<file path="config.mk">
export PLATFORM = sky130hd
export DESIGN_NAME = prime_sequence_generator_core
export DESIGN_NICKNAME = d
export VERILOG_FILES = /design/src/design/psg_pkg.sv /design/src/design/prime_sequence_generator_core.sv /design/src/design/psg_serial_div.sv
export SDC_FILE = /design/constraint.sdc
export NUM_CORES = 1
export LEC_CHECK = 0
export ABC_AREA = 1
export ABC_CLOCK_PERIOD_IN_PS = 6000
export BUFFER_PORTS_ARGS = -buffer_cell sky130_fd_sc_hd__clkbuf_2
export CAP_MARGIN = 20
export CORE_ASPECT_RATIO = 0.6
export CORE_MARGIN = 5
export CORE_UTILIZATION = 30
export DETAILED_ROUTE_END_ITERATION = 16
export GPL_TIMING_DRIVEN = 1
export SLEW_MARGIN = 20
export SYNTH_ARGS = -nofsm -noshare
export SYNTH_HDL_FRONTEND = slang
export SYNTH_SLANG_ARGS = --single-unit
</file>
<file path="constraint.sdc">
create_clock -name i_clk -period 6 [get_ports i_clk]
set_clock_uncertainty 0.15 [all_clocks]
set_input_delay 0.6 -clock i_clk [delete_from_list [all_inputs] [get_ports i_clk]]
set_output_delay 0.6 -clock i_clk [all_outputs]
set_load 0.01 [all_outputs]
</file>
<file path="src/design/psg_pkg.sv">
`default_nettype none

package psg_pkg;

    // Default widths of the prime value and the run position.
    localparam int VALUE_WIDTH_DEF = 32;
    localparam int INDEX_WIDTH_DEF = 20;

    // Table length register: width and value after reset.
    localparam int          TL_W        = 21;
    localparam logic [20:0] TL_RESET    = 21'd1024;

    // The first prime, where every run and every divisor sweep begins.
    localparam int FIRST_PRIME = 2;

endpackage

`default_nettype wire

</file>
<file path="src/design/prime_sequence_generator_core.sv">
// Operation: each candidate is tested against trial divisors in turn in the
//   bit-serial divider until a prime is found; while the overflow hold is set,
//   a word is emitted with no search.
// Throughput: one word at a time; the next request is taken as soon as the
//   result sits in the output register, even if it is not yet taken.
// Reset: synchronous, active low; the run restarts at 2 with table length 1024.
`default_nettype none

module prime_sequence_generator_core #(
    parameter int VALUE_WIDTH = psg_pkg::VALUE_WIDTH_DEF,
    parameter int INDEX_WIDTH = psg_pkg::INDEX_WIDTH_DEF
) (
    input  wire                     i_clk,
    input  wire                     i_rst_n,
    input  wire                     i_cfg_we,
    input  wire [psg_pkg::TL_W-1:0] i_cfg_wdata,
    input  wire                     i_in_valid,
    output logic                    o_in_ready,
    input  wire                     i_restart,
    output logic                    o_out_valid,
    input  wire                     i_out_ready,
    output logic [VALUE_WIDTH-1:0]  o_prime_value,
    output logic [INDEX_WIDTH-1:0]  o_prime_position,
    output logic                    o_last_of_run,
    output logic                    o_overflow
);
    import psg_pkg::*;

    localparam int CMP_W = (INDEX_WIDTH + 1 > TL_W) ? INDEX_WIDTH + 1 : TL_W;

    localparam logic [1:0] S_IDLE = 2'd0;
    localparam logic [1:0] S_TEST = 2'd1;
    localparam logic [1:0] S_DIV  = 2'd2;
    localparam logic [1:0] S_EMIT = 2'd3;

    localparam logic [VALUE_WIDTH-1:0] FIRST = VALUE_WIDTH'(FIRST_PRIME);

    logic [1:0]             r_state, n_state;
    logic [TL_W-1:0]        r_table, n_table;
    logic [VALUE_WIDTH-1:0] r_cand, n_cand;
    logic [VALUE_WIDTH-1:0] r_div, n_div;
    logic [INDEX_WIDTH-1:0] r_count, n_count;
    logic                   r_hold, n_hold;
    logic                   r_out_valid, n_out_valid;
    logic [VALUE_WIDTH-1:0] r_out_value, n_out_value;
    logic [INDEX_WIDTH-1:0] r_out_pos, n_out_pos;
    logic                   r_out_last, n_out_last;
    logic                   r_out_ovf, n_out_ovf;

    logic                   w_div_done;
    logic [VALUE_WIDTH-1:0] w_quot;
    logic [VALUE_WIDTH-1:0] w_rem;
    logic                   w_last;
    logic                   w_at_max;
    logic                   w_out_free;

    // Divides the candidate by the current trial divisor.
    psg_serial_div #(
        .W (VALUE_WIDTH)
    ) u_div (
        .i_clk      (i_clk),
        .i_rst_n    (i_rst_n),
        .i_start    (r_state == S_TEST),
        .i_dividend (r_cand),
        .i_divisor  (r_div),
        .o_done     (w_div_done),
        .o_quot     (w_quot),
        .o_rem      (w_rem)
    );

    assign w_last     = (CMP_W'(r_count) + CMP_W'(1)) == CMP_W'(r_table);
    assign w_at_max   = &r_cand;
    assign w_out_free = !r_out_valid || i_out_ready;

    // Sequencer: restart handling, divisor sweep, candidate search, emit.
    always_comb begin
        n_state     = r_state;
        n_table     = i_cfg_we ? i_cfg_wdata : r_table;
        n_cand      = r_cand;
        n_div       = r_div;
        n_count     = r_count;
        n_hold      = r_hold;
        n_out_valid = r_out_valid && !i_out_ready;
        n_out_value = r_out_value;
        n_out_pos   = r_out_pos;
        n_out_last  = r_out_last;
        n_out_ovf   = r_out_ovf;
        unique case (r_state)
            S_IDLE: begin
                if (i_in_valid) begin
                    n_div = FIRST;
                    if (i_restart) begin
                        n_cand  = FIRST;
                        n_count = '0;
                        n_hold  = 1'b0;
                    end
                    n_state = (i_restart || !r_hold) ? S_TEST : S_EMIT;
                end
            end
            S_TEST: begin
                n_state = S_DIV;
            end
            S_DIV: begin
                if (w_div_done) begin
                    if (r_div > w_quot) begin
                        // No divisor up to the square root: the candidate is prime.
                        n_state = S_EMIT;
                    end else if (w_rem == '0) begin
                        if (w_at_max) begin
                            n_hold  = 1'b1;
                            n_state = S_EMIT;
                        end else begin
                            n_cand  = r_cand + VALUE_WIDTH'(1);
                            n_div   = FIRST;
                            n_state = S_TEST;
                        end
                    end else begin
                        n_div   = r_div + VALUE_WIDTH'(1);
                        n_state = S_TEST;
                    end
                end
            end
            S_EMIT: begin
                if (w_out_free) begin
                    n_out_valid = 1'b1;
                    n_out_pos   = r_count;
                    n_div       = FIRST;
                    n_state     = S_IDLE;
                    if (r_hold) begin
                        n_out_value = '0;
                        n_out_last  = 1'b0;
                        n_out_ovf   = 1'b1;
                    end else begin
                        n_out_value = r_cand;
                        n_out_last  = w_last;
                        n_out_ovf   = 1'b0;
                        if (w_last) begin
                            n_cand  = FIRST;
                            n_count = '0;
                        end else begin
                            n_count = r_count + INDEX_WIDTH'(1);
                            if (w_at_max) begin
                                n_hold = 1'b1;
                            end else begin
                                n_cand = r_cand + VALUE_WIDTH'(1);
                            end
                        end
                    end
                end
            end
            default: begin
                n_state = S_IDLE;
            end
        endcase
    end

    // Control and run state.
    always_ff @(posedge i_clk) begin
        if (!i_rst_n) begin
            r_state     <= S_IDLE;
            r_table     <= TL_RESET;
            r_cand      <= FIRST;
            r_div       <= FIRST;
            r_count     <= '0;
            r_hold      <= 1'b0;
            r_out_valid <= 1'b0;
        end else begin
            r_state     <= n_state;
            r_table     <= n_table;
            r_cand      <= n_cand;
            r_div       <= n_div;
            r_count     <= n_count;
            r_hold      <= n_hold;
            r_out_valid <= n_out_valid;
        end
    end

    // Output word register.
    always_ff @(posedge i_clk) begin
        r_out_value <= n_out_value;
        r_out_pos   <= n_out_pos;
        r_out_last  <= n_out_last;
        r_out_ovf   <= n_out_ovf;
    end

    assign o_in_ready       = (r_state == S_IDLE);
    assign o_out_valid      = r_out_valid;
    assign o_prime_value    = r_out_value;
    assign o_prime_position = r_out_pos;
    assign o_last_of_run    = r_out_last;
    assign o_overflow       = r_out_ovf;

endmodule

`default_nettype wire

</file>
<file path="src/design/psg_serial_div.sv">
`default_nettype none

// Restoring divider that takes one quotient bit per cycle. The dividend
// shifts out MSB first and the quotient shifts in at the LSB, MSB first.
module psg_serial_div #(
    parameter int W = psg_pkg::VALUE_WIDTH_DEF
) (
    input  wire           i_clk,
    input  wire           i_rst_n,
    input  wire           i_start,
    input  wire [W-1:0]   i_dividend,
    input  wire [W-1:0]   i_divisor,
    output logic          o_done,
    output logic [W-1:0]  o_quot,
    output logic [W-1:0]  o_rem
);
    localparam int CNT_W = $clog2(W);

    logic             r_busy, n_busy;
    logic             r_done, n_done;
    logic [CNT_W-1:0] r_cnt, n_cnt;
    logic [W-1:0]     r_dvd, n_dvd;
    logic [W-1:0]     r_dsr, n_dsr;
    logic [W-1:0]     r_quo, n_quo;
    logic [W-1:0]     r_rem, n_rem;
    logic [W:0]       w_trial;
    logic [W:0]       w_diff;
    logic             w_ge;

    // The partial remainder stays below twice the divisor, so the sign of
    // the difference tells whether the divisor fits.
    assign w_trial = {r_rem, r_dvd[W-1]};
    assign w_diff  = w_trial - {1'b0, r_dsr};
    assign w_ge    = ~w_diff[W];

    // One division step per cycle while busy.
    always_comb begin
        n_busy = r_busy;
        n_done = 1'b0;
        n_cnt  = r_cnt;
        n_dvd  = r_dvd;
        n_dsr  = r_dsr;
        n_quo  = r_quo;
        n_rem  = r_rem;
        if (i_start) begin
            n_busy = 1'b1;
            n_cnt  = CNT_W'(W - 1);
            n_dvd  = i_dividend;
            n_dsr  = i_divisor;
            n_quo  = '0;
            n_rem  = '0;
        end else if (r_busy) begin
            n_rem = w_ge ? w_diff[W-1:0] : w_trial[W-1:0];
            n_quo = {r_quo[W-2:0], w_ge};
            n_dvd = {r_dvd[W-2:0], 1'b0};
            n_cnt = r_cnt - CNT_W'(1);
            if (r_cnt == '0) begin
                n_busy = 1'b0;
                n_done = 1'b1;
            end
        end
    end

    // Control registers.
    always_ff @(posedge i_clk) begin
        if (!i_rst_n) begin
            r_busy <= 1'b0;
            r_done <= 1'b0;
        end else begin
            r_busy <= n_busy;
            r_done <= n_done;
        end
    end

    // Data shift registers.
    always_ff @(posedge i_clk) begin
        r_cnt <= n_cnt;
        r_dvd <= n_dvd;
        r_dsr <= n_dsr;
        r_quo <= n_quo;
        r_rem <= n_rem;
    end

    assign o_done = r_done;
    assign o_quot = r_quo;
    assign o_rem  = r_rem;

endmodule

`default_nettype wire

</file>
==> reports/metrics.yaml <==
synth:
  ys_top_cells_by_area: "dfxtp_1 (23%), edfxtp_1 (22%), nand2_1 (12%)"
  synth_cell_types: 49
  synth_area_um2: 16000
  synthCells: 2114
  yosysTopAreaCellShare: 0.225
  async_flop_share: 0
  synth.largest_area_cell: "dfxtp_1"
  ys_seq_elements: 298
  seq_area_frac_synth: 0.447
  postSynthAreaPerCell_um2: 7.57
  synth-main-ff-cell: "dfxtp_1"
  synth_edf_count: 118
  syn-num-nets: 2210
  yosys_warnings: 0
worst_setup_path:
  r2r_slack_ns: 1.74
  cp-end-kind: "register"
  r2r-end: "r_div[3]"
  startpoint: "r_div[15]"
  rr_worst_depth: 9
  required_ns: 6.28
  rr_startpoint: "r_div[15]"
  crit_path_max_fanout: 44
  cp.arrival_ns: 4.54
  startpoint_type: "register"
  crit_end: "r_div[3]"
  path_class: "register to register"
sta:
  worstMarginPinSlew_ns: 0.991
  finalHoldViolCount: 0
  tns_ns: 0
  slew_headroom: 0.339
  slew_violations: 0
  min_period_ns: 4.26
  period_share: 0.710
  setup_viol: 0
  rsz0062_at_grt: "no"
  fmaxAchievable_ghz: 0.235
layout:
  stdcell_count: 2901
  fillCellCount: 5542
  area_growth_pct: 12.8
  drive_above_1_share: 0.0805
  nets: 2271
  diodes: 0
global_routing:
  antenna_found_initial: 0
  grt-ovfl-total: 0
  grt_max_degree: 67
  grt_use_met3: 0.0278
  gr-usage-met1: 0.253
  busiest_layer: "met1"
  grt_pass1_vias: 13200
  grt_usage: 0.154
  grt_pass1_wl_um: 73900
  met2_usage: 0.211
clocking:
  cts_hold_buf: 0
  root_buffer: "clkbuf_16"
  cts.sinks: 298
  clockBufferDepth: 3
  cts_tree: "built"
  h-tree-depth: 1
  post-cts-setup-buffers: 0
  numCtsBuffers: 29
  ctsResizeCount: 0
  clkTransAtPathRegs_ns: 0.06
  clk_latency_ns: 0.60
run_status:
  outcome: "complete, no violations"
routing:
  postRouteAntennaNets: 0
  viasPerCell: 4.97
  wl_um: 46500
  first_pass_iters: 5
  routedWlPerCell_um: 16.0
  vias: 14400
  drtIter0Drc: 1374
  drc: 0
power:
  combPwrFrac: 0.363
  clkPwrFrac: 0.259
  p_int_w: 0.00425
  p_sw_w: 0.00290
  power_density_nw_per_um2: 396
  switching_share: 0.406
  p_seq_frac: 0.378
  ir_worst_vdd_mv: 0.302
  leakage_nw: 7.14
place:
  numPlacedInstances: 2845
  gp_congestion: 0.915
  place_hpwl_um: 33800
  portBuffers: 82
floorplanning:
  fp.dieW_um: 308
  start_util: 0.304
  core_area_um2: 52600
  die_h_um: 189
  num_rows: 65
  pin_count: 83
  die-area_um2: 58200
worst_hold_path:
  hp-class: "input port to register"
job:
  drv_cap: 0
-- cell type report --
cell class | instances | area [um2] | area share
sequential | 298 | 7150 | 0.396
clock inverter | 15 | 146 | 0.00811
timing repair buffer | 94 | 515 | 0.0286
multi-input combinational | 1508 | 7650 | 0.424
inverter | 244 | 916 | 0.0507
tap | 703 | 880 | 0.0487
clock buffer | 39 | 793 | 0.0439
-- cells by family (layout without fill, tap and decap cells) --
group,count (synthesis),after routing,share of synthesized area
AOI/OAI and AO/OA,292,292,0.0989
and+or+nand+nor,1090,1090,0.292
adders and majority gates,69,69,0.0544
buffers and inverters,308,392,0.0759
xor gates and xnor gates,57,57,0.0321
DFF,298,298,0.447
-- cell usage after synthesis, drive strengths merged (13+ instances only) --
| library cell | n |
|---|---|
| nand2 | 535 |
| xnor2 | 24 |
| nor3 | 78 |
| o21ai | 131 |
| nand3 | 105 |
| nand4 | 42 |
| nor2 | 291 |
| o22ai | 34 |
| nand3b | 13 |
| clkbuf | 40 |
| xor2 | 32 |
| buf | 24 |
| ha | 68 |
| inv | 241 |
| nor4 | 13 |
| a21oi | 105 |
| edfxtp | 118 |
| dfxtp | 180 |
-- registers in the layout, indices dropped and copies added, names as in the netlist --
signal,cells
u_div.r_cnt,5
u_div.o_rem,32
u_div.r_dsr,32
r_state,2
u_div.r_busy,1
r_cand,32
r_hold,1
r_table,21
r_count,20
o_overflow,1
u_div.o_quot,32
o_last_of_run,1
o_prime_value,32
u_div.o_done,1
r_div,32
o_prime_position,20
u_div.r_dvd,32
o_out_valid,1
-- cells in the final DEF (no fill, tap or decap), drive strengths merged --
master / instances
and2: 2
nor3b: 9
nor2: 291
nand4: 42
ha: 68
fa: 1
o21ai: 131
a22oi: 1
xnor2: 24
a21o: 5
nor4: 13
a21boi: 4
o221ai: 2
o21bai: 1
inv: 243
clkinv: 10
nand2: 535
o311ai: 1
bufinv: 2
nand3: 105
buf: 12
nor3: 78
xnor3: 1
o21a: 1
a21oi: 105
nor4b: 1
o22ai: 34
edfxtp: 118
dfxtp: 180
a211oi: 1
nand3b: 13
clkbuf: 121
o311a: 1
or2: 1
a31oi: 2
clkinvlp: 4
o211ai: 3
xor2: 32
-- critical path: stages (launching register included) --
cell and delay (ns):
dfxtp_1 0.37, ha_1 0.35, nand4_1 0.13, nor2_1 0.24
nor4b_1 0.42, a21oi_1 0.12, nand2_1 0.28, nand3_2 0.77
o21ai_1 1.11, nor3b_1 0.15
-- worst min path at each step --
stage	to	cells after the start	slack, ns	start
after floorplan	o_overflow	0	0.26	r_hold
after global placement	r_table[2]	2	0.31	r_table[2]
after detailed placement	r_table[20]	2	0.32	r_table[20]
after CTS	r_table[14]	3	0.05	i_cfg_wdata[14]
after global routing	r_table[9]	3	0.07	i_cfg_wdata[9]
final	r_table[16]	3	0.08	i_cfg_wdata[16]
-- per-layer routing --
layer	vias up	share of wire	wire length [um]
li1	7090	-	-
met3	59	0.079	3690
met1	6768	0.52	24200
met5	-	0	0
met2	511	0.38	17900
met4	0	0.014	668
-- per-stage QoR --
step / instance area [um2] / util / power, W / hold WS (ns) / worst slack, ns
after floorplan: 16000 / - / 0.00456 / 0.256 / 1.73
after global placement: 17100 / 0.325 / 0.00526 / 0.312 / 1.90
after detailed placement: 17100 / 0.325 / 0.00528 / 0.322 / 1.76
after CTS: 18000 / 0.342 / 0.00715 / 0.0491 / 1.73
after global routing: 18100 / 0.343 / 0.00762 / 0.0743 / 1.39
final: 18100 / 0.343 / 0.00715 / 0.0823 / 1.74
-- power groups by stage --
| stage | sequential [W] | clock [W] | combinational (W) |
|---|---|---|---|
| after detailed placement | 0.00274 | 0 | 0.00254 |
| after CTS | 0.00270 | 0.00190 | 0.00255 |
| after global placement | 0.00273 | 0 | 0.00253 |
| final | 0.00270 | 0.00185 | 0.00259 |
| after global routing | 0.00274 | 0.00199 | 0.00289 |
| after floorplan | 0.00267 | 0 | 0.00189 |
No activity file was read; power rests on OpenSTA's default activity.
